<file path="src/bfr_pkg.sv">
// shared types and constants for the byte stuffed frame receiver
package bfr_pkg;

    localparam int BYTE_W       = 8;
    localparam int COUNT_W      = 8;
    localparam int ERR_W        = 16;
    localparam int CFG_INDEX_W  = 2;

    // configuration register indexes
    typedef enum logic [CFG_INDEX_W-1:0] {
        CFG_FLAG   = 2'd0,
        CFG_ESCAPE = 2'd1,
        CFG_MASK   = 2'd2,
        CFG_LENGTH = 2'd3
    } cfg_index_t;

    // reset values of the configuration registers
    localparam logic [BYTE_W-1:0]  FLAG_RESET   = 8'd126;
    localparam logic [BYTE_W-1:0]  ESCAPE_RESET = 8'd125;
    localparam logic [BYTE_W-1:0]  MASK_RESET   = 8'd32;
    localparam logic [COUNT_W-1:0] LENGTH_RESET = 8'd8;

    typedef struct packed {
        logic [BYTE_W-1:0]  flag_byte;
        logic [BYTE_W-1:0]  escape_byte;
        logic [BYTE_W-1:0]  xor_mask;
        logic [COUNT_W-1:0] frame_length;
    } cfg_t;

    typedef struct packed {
        logic               in_frame;
        logic               escape_pending;
        logic               error_pending;
        logic [COUNT_W-1:0] received_count;
        logic [ERR_W-1:0]   error_counter;
    } state_t;

    typedef struct packed {
        logic               valid;
        logic [BYTE_W-1:0]  data_byte;
        logic [COUNT_W-1:0] byte_index;
        logic               last_of_frame;
        logic [ERR_W-1:0]   error_total;
    } result_t;

endpackage

</file>
<file path="src/bfr_core.sv">
// per-byte deframing logic: next state and optional result item
module bfr_core
    import bfr_pkg::*;
(
    input  cfg_t              cfg,
    input  state_t            state,
    input  logic [BYTE_W-1:0] rx_byte,
    output state_t            state_next,
    output result_t           result
);

    logic [COUNT_W-1:0] count_inc;
    logic               is_escape;
    logic               is_flag;

    assign count_inc = state.received_count + COUNT_W'(1);
    assign is_escape = (rx_byte == cfg.escape_byte);
    assign is_flag   = (rx_byte == cfg.flag_byte);

    // decode one byte
    always_comb
    begin
        state_next           = state;
        result.valid         = 1'b0;
        result.data_byte     = rx_byte;
        result.byte_index    = state.received_count;
        result.last_of_frame = (count_inc == cfg.frame_length);
        result.error_total   = state.error_counter;

        if (!state.in_frame)
        begin
            // hunting for a flag
            if (state.escape_pending)
            begin
                state_next.escape_pending = 1'b0;
            end
            else if (is_escape)
            begin
                state_next.escape_pending = 1'b1;
                state_next.error_pending  = 1'b1;
            end
            else if (is_flag)
            begin
                if (state.error_pending)
                begin
                    state_next.error_counter = state.error_counter + ERR_W'(1);
                end
                state_next.error_pending  = 1'b0;
                state_next.received_count = '0;
                state_next.in_frame       = 1'b1;
            end
            else
            begin
                state_next.error_pending = 1'b1;
            end
        end
        else if (!state.escape_pending && is_escape)
        begin
            // escape inside a frame is dropped
            state_next.escape_pending = 1'b1;
        end
        else
        begin
            // data byte inside a frame
            result.valid = 1'b1;
            if (state.escape_pending)
            begin
                result.data_byte = rx_byte ^ cfg.xor_mask;
            end
            state_next.escape_pending = 1'b0;
            if (result.last_of_frame)
            begin
                state_next.received_count = '0;
                state_next.in_frame       = 1'b0;
            end
            else
            begin
                state_next.received_count = count_inc;
            end
        end
    end

endmodule

</file>
<file path="src/byte_stuffed_frame_receiver_top.sv">
// top level of the byte stuffed frame receiver
// Takes one raw byte per item and emits decoded frame bytes with their index,
// a last-of-frame mark and the running error count. Each byte passes an input
// register and is decoded by a single short logic pass into the output
// register, so one item is accepted every cycle unless a result is held back by
// a stalled output. Input ready is high when the input register is empty or
// can pass its byte on, which needs room in the output register only when
// that byte yields a result; escapes and hunting bytes consume an item
// without producing a result. Configuration must be written only while idle;
// the block itself does not enforce it.
module byte_stuffed_frame_receiver_top
    import bfr_pkg::*;
(
    input  logic                   clk,
    input  logic                   rst_n,
    input  logic                   in_valid,
    output logic                   in_ready,
    input  logic [BYTE_W-1:0]      rx_byte,
    output logic                   out_valid,
    input  logic                   out_ready,
    output logic [BYTE_W-1:0]      data_byte,
    output logic [COUNT_W-1:0]     byte_index,
    output logic                   last_of_frame,
    output logic [ERR_W-1:0]       error_total,
    input  logic                   cfg_we,
    input  logic [CFG_INDEX_W-1:0] cfg_index,
    input  logic [BYTE_W-1:0]      cfg_data
);

    cfg_t              cfg_reg;
    cfg_t              cfg_next;
    state_t            state_reg;
    state_t            state_next;
    logic              stage_valid_reg;
    logic [BYTE_W-1:0] stage_byte_reg;
    logic              out_valid_reg;
    result_t           out_reg;
    result_t           result;
    logic              out_load_ok;
    logic              stage_fire;

    // decode of the registered byte
    bfr_core u_core (
        .cfg        (cfg_reg),
        .state      (state_reg),
        .rx_byte    (stage_byte_reg),
        .state_next (state_next),
        .result     (result)
    );

    // pipeline flow control
    assign out_load_ok = !out_valid_reg || out_ready;
    assign stage_fire  = stage_valid_reg && (!result.valid || out_load_ok);
    assign in_ready    = !stage_valid_reg || stage_fire;

    // configuration write decode
    always_comb
    begin
        cfg_next = cfg_reg;
        if (cfg_we)
        begin
            case (cfg_index)
                CFG_FLAG:   cfg_next.flag_byte    = cfg_data;
                CFG_ESCAPE: cfg_next.escape_byte  = cfg_data;
                CFG_MASK:   cfg_next.xor_mask     = cfg_data;
                CFG_LENGTH: cfg_next.frame_length = cfg_data;
                default:    cfg_next = cfg_reg;
            endcase
        end
    end

    // control registers
    always_ff @(posedge clk or negedge rst_n)
    begin
        if (!rst_n)
        begin
            cfg_reg.flag_byte    <= FLAG_RESET;
            cfg_reg.escape_byte  <= ESCAPE_RESET;
            cfg_reg.xor_mask     <= MASK_RESET;
            cfg_reg.frame_length <= LENGTH_RESET;
            state_reg            <= '0;
            stage_valid_reg      <= 1'b0;
            out_valid_reg        <= 1'b0;
        end
        else
        begin
            cfg_reg <= cfg_next;
            if (stage_fire)
            begin
                state_reg <= state_next;
            end
            if (in_ready)
            begin
                stage_valid_reg <= in_valid;
            end
            if (stage_fire && result.valid)
            begin
                out_valid_reg <= 1'b1;
            end
            else if (out_ready)
            begin
                out_valid_reg <= 1'b0;
            end
        end
    end

    // payload registers
    always_ff @(posedge clk)
    begin
        if (in_ready && in_valid)
        begin
            stage_byte_reg <= rx_byte;
        end
        if (stage_fire && result.valid)
        begin
            out_reg <= result;
        end
    end

    assign out_valid     = out_valid_reg;
    assign data_byte     = out_reg.data_byte;
    assign byte_index    = out_reg.byte_index;
    assign last_of_frame = out_reg.last_of_frame;
    assign error_total   = out_reg.error_total;

endmodule

</file>
<file path="config.mk">
export PLATFORM = sky130hd
export DESIGN_NAME = byte_stuffed_frame_receiver_top
export DESIGN_NICKNAME = d
export VERILOG_FILES = /design/src/bfr_pkg.sv /design/src/bfr_core.sv /design/src/byte_stuffed_frame_receiver_top.sv
export SDC_FILE = /design/constraint.sdc
export NUM_CORES = 1
export LEC_CHECK = 0
export BUFFER_PORTS_ARGS = -buffer_cell sky130_fd_sc_hd__buf_4
export CAP_MARGIN = 40
export CORE_UTILIZATION = 63
export CTS_CLUSTER_SIZE = 8
export DETAILED_ROUTE_END_ITERATION = 10
export MAX_ROUTING_LAYER = met4
export PLACE_DENSITY = 0.91
export SYNTH_ARGS = -nofsm -noshare
export SYNTH_HDL_FRONTEND = slang
export SYNTH_HIERARCHICAL = 1
export SYNTH_SLANG_ARGS = --single-unit
</file>
<file path="constraint.sdc">
create_clock -name clk -period 5.3 [get_ports clk]
set_input_delay 0.53 -clock clk [delete_from_list [all_inputs] [get_ports clk]]
set_output_delay 0.53 -clock clk [all_outputs]
set_load 0.02 [all_outputs]
</file>
* Word-level counts from Yosys, hierarchy flattened
Cells that the tools add are included.
** Cells by class
- Muxes and demuxes :: 23
- Add/sub/neg operators :: 2
- Bitwise operators :: 4
- Equality and inequality tests :: 9
- Reduce and logical (&&, ||, !) cells :: 21
** Operators with widths (number)
- $mux 24 :: 3
- $mux 8 :: 4
- $eq 8x8->1 :: 3
- $mux 9 :: 2
- $add 16x1->16 const B :: 1
- $mux 16 :: 1
- $mux 1 :: 12
- $add 8x1->8 const B :: 1
- $reduce_and 2->1 :: 4
- $xor 8x8->8 :: 1
- $reduce_and 6->1 :: 1
- $reduce_and 5->1 :: 1
- $eq 2x2->1 const B :: 2
- $logic_and 1x1->1 :: 4
- $logic_not 1->1 :: 4
- $ne 2x2->1 const B :: 2
- $reduce_bool 2->1 :: 2
- $logic_or 1x1->1 :: 3
- $not 1->1 :: 3
- $reduce_and 3->1 :: 1
- $eq 2x1->1 const B :: 1
- $logic_not 2->1 :: 1
- $mux 2 :: 1
- $ne 2x1->1 const B :: 1
** Word-level totals
- Logic and storage cells :: 75
- Bits in registers :: 102

* Depth between registers and ports, before layout
- Depth in word-level cells :: 9
- Gate-level depth with buffers :: 10
- Mapped depth without buffers :: 9

* Cells and area by module
Netlist, hierarchy kept.
** Modules (own cells, without submodules)
- byte_stuffed_frame_receiver_top :: cells each 273, area each 4025.1 um^2, times used 1
- bfr_core :: cells each 183, area each 1281.2 um^2, times used 1

* Worst setup path after synthesis
OpenSTA, ideal clock, no wires.
- Path type :: register to register
- Start :: register cfg_reg[22] (netlist bit)
- End :: register out_reg (netlist bit byte_index[0]) (enable)
- Required time :: 4.877 ns
- Stages on the path, launching flop included :: 9
- Buffers on the path :: 1
- Period minus slack after synthesis :: 3.124 ns
- Path slack :: 2.176 ns
- Arrival :: 2.701 ns
- Cell sequence :: dfstp_2 > xnor2_1 > nand4_1 > or3_1 > inv_1 > nor2_1 > buf_2 > nand2_1 > nor2_1
** RTL lines
- start, declared :: line byte_stuffed_frame_receiver_top.sv:30 : cfg_t cfg_reg;
- start signal, assigned :: line byte_stuffed_frame_receiver_top.sv:87 : cfg_reg <= cfg_next;
- end signal, assigned :: line byte_stuffed_frame_receiver_top.sv:116 : out_reg <= result;
- end, declared :: line byte_stuffed_frame_receiver_top.sv:37 : result_t out_reg;

==> results_dict.tcl <==
set metrics [dict create \
    rsz0062_at_grt "false" \
    finalNetCount 508 \
    grt_overflow 0 \
    cts_made_buffers 9 \
    relSlewSlack_pct 48.3 \
    cpMaxStageDelayCell "nor2_1" \
    skew_ns 0.0139 \
    syn_to_final_growth_pct 10.9 \
    finalInstanceArea_sq_mm 0.00589 \
    reg2reg_slack_ns 2.40 \
    synth_seq_cells 102 \
    fin_crit_sh_pct 56.0 \
    synth_cell_types 45 \
    vias 3602 \
    rows 33 \
    gp_congestion 0.855 \
    antenna_found_initial 0 \
    synthFlopType "dfrtp_1" \
    cts.sinks 102 \
    cp.required_ns 4.77 \
    pin_count 58 \
    drt-initial-drc-count 325 \
    placed_cells 577 \
    cp.arrival_ns 2.44 \
    hold_ws_ns 0.206 \
    endpoint_kind "primary output" \
    dp_worst_setup_slack_ns 2.49 \
    htreeDepth 3 \
    dp.final_hpwl_um 7000 \
    drc 0 \
    fin_crit_ns 2.97 \
    synth_edf_count 41 \
    synth_common_cells "nand2_1 (48), dfrtp_1 (47), edfxtp_1 (41)" \
    maxCapViolations 0 \
    clk_pin_slew_ns 0.11 \
    ys_seq_area_share_pct 52.3 \
    status "finished clean" \
    post_drt_wl_per_cell_um 17.6 \
    ff2ff_path_depth 8 \
    path_cells "xnor2_1 > nand4_1 > or3_1 > inv_1 > nor2_1 > nand3_1 > buf_4" \
    cp.buffers_inverters 2 \
    fmax_mhz 337 \
    fin_cells 593 \
    hold_class "primary input to async pin" \
    worst_slack_ns 2.33 \
    die_x_um 93.8 \
    core_sq_mm 0.00818 \
    worstMarginPinSlew_ns 0.775 \
    critPathMaxStageDelay_ns 0.58 \
    die-area_sq_mm 0.00879 \
    drv_slew 0 \
    path_max_fanout 12 \
    dpl_cell_area_sq_mm 0.00570 \
    grt_pass1_wl_um 17300 \
    grt_max_degree 62 \
    rr_endpoint "byte_index[3]" \
    port_buffers 57 \
    yosys.area.top_type "edfxtp_1" \
    syn_inst 456 \
    cts_tree "built" \
    totalWireLength_um 10500 \
    setup_viol 0 \
    drive_gt1_share_pct 28.5 \
    reg2reg_from "stage_byte_reg[5]" \
    firstDrtPassIters 5 \
    postRouteAntennaNets 0 \
    cts_resized 0 \
    track_usage_pct 26.6 \
    synth_area_leaders "edfxtp_1 (23%), dfrtp_1 (22%), mux2_2 (7.0%)" \
    cellPowerDensity_mw_per_mm2 412 \
    final.setup.tns_ns 0 \
    synth_most_common_cell "nand2_1" \
    root_buffer "clkbuf_8" \
    crit_type "register to primary output" \
    synth_top_area_share_pct 23.2 \
    diodes 0 \
    grt_pass1_vias 3362 \
    synthesis.yosys.warnings 6 \
    post_cts_buffers 0 \
    synth.net_count 481 \
    avgSynthCellArea_sq_um 11.6 \
    viasPerCell 6.07 \
    peakVddDrop_uv 223 \
    finalHoldViolations 0 \
    clk_path_buf_depth 2 \
    async_flop_share_pct 59.8 \
    worst_path_dominant_cell_family "simple AND/OR/NAND/NOR gates" \
    worstSkewPairLatency_ns 0.38 \
    initial_core_util_pct 64.9 \
    cts-hold-fix-buffers 0 \
    die_h_um 93.8 \
    startpoint_type "register" \
    p_leak_nw 2.24 \
    synthesis.area_sq_mm 0.00531 \
    largest_reg_flops 32 \
]
==> worst max-delay path by stage <==
| stage | start | to | slack [ns] | cells after the start |
|---|---|---|---|---|
| after floorplan | cfg_reg[22] | byte_index[0] | 2.18 | 8 |
| after global placement | cfg_reg[21] | byte_index[1] | 2.42 | 7 |
| after detailed placement | state_reg[16] | state_reg[20] | 2.49 | 9 |
| after CTS | stage_byte_reg[5] | in_ready | 2.35 | 7 |
| after global routing | state_reg[16] | state_reg[20] | 2.10 | 9 |
| final | stage_byte_reg[5] | in_ready | 2.33 | 7 |
==> layer usage <==
metal | track usage, % | share of wire [%] | vias to the layer above
li1 | - | - | 1676
met1 | 35.8 | 44 | 1795
met2 | 40.9 | 49 | 115
met3 | 3.80 | 4.3 | 16
met4 | 10.6 | 2.0 | 0
met5 | - | 0 | -
==> stage by stage <==
stage	utilization (%)	power [W]
6_report	72.0	0.00243
5_1_grt	72.0	0.00256
3_5_place_dp	69.7	0.00195
2_1_floorplan	-	0.00180
3_3_place_gp	68.5	0.00187
4_1_cts	72.0	0.00242
==> layout by cell type (no fill, tap or decap), types with 7 or more instances in the layout <==
cell	n
nor2_1	7
buf_4	59
o21ai_0	8
dfrtp_1	47
nand2_1	48
nand4_1	8
xor2_1	7
mux2_2	33
o211ai_1	27
dfstp_2	14
xnor2_1	40
nand4b_1	27
nand2b_1	28
clkbuf_8	9
edfxtp_1	41
==> cell families (layout without fill, tap and decap cells) <==
family | after synthesis | in the layout | synth area share (%)
simple gates | 165 | 165 | 19.2
mux | 33 | 33 | 7.00
fa+ha+maj | 2 | 2 | 0.472
flops | 102 | 102 | 52.3
buf+inv | 51 | 83 | 5.68
compound gates | 56 | 56 | 7.59
xor+xnor | 47 | 47 | 7.76
==> final cells by class <==
| class | count | area [sq um] |
|---|---|---|
| Clock inverter | 7 | 67.6 |
| Timing Repair Buffer | 63 | 537 |
| Fill cell | 532 | 2290 |
| Tap cell | 105 | 131 |
| Clock buffer | 9 | 124 |
| Inverter | 4 | 15.0 |
| Sequential cell | 102 | 2780 |
| Multi-Input combinational cell | 303 | 2240 |
==> power by group <==
| group | switching [W] | leakage, nW | internal [W] | total [W] |
|---|---|---|---|---|
| sequential | 0.000219 | 1.13 | 0.00104 | 0.00126 |
| clock | 0.000297 | 0.0989 | 0.000182 | 0.000479 |
| combinational | 0.000363 | 1.01 | 0.000323 | 0.000686 |
| total | 0.000879 | 2.24 | 0.00155 | 0.00243 |
No activity file was read; power rests on OpenSTA's default activity.
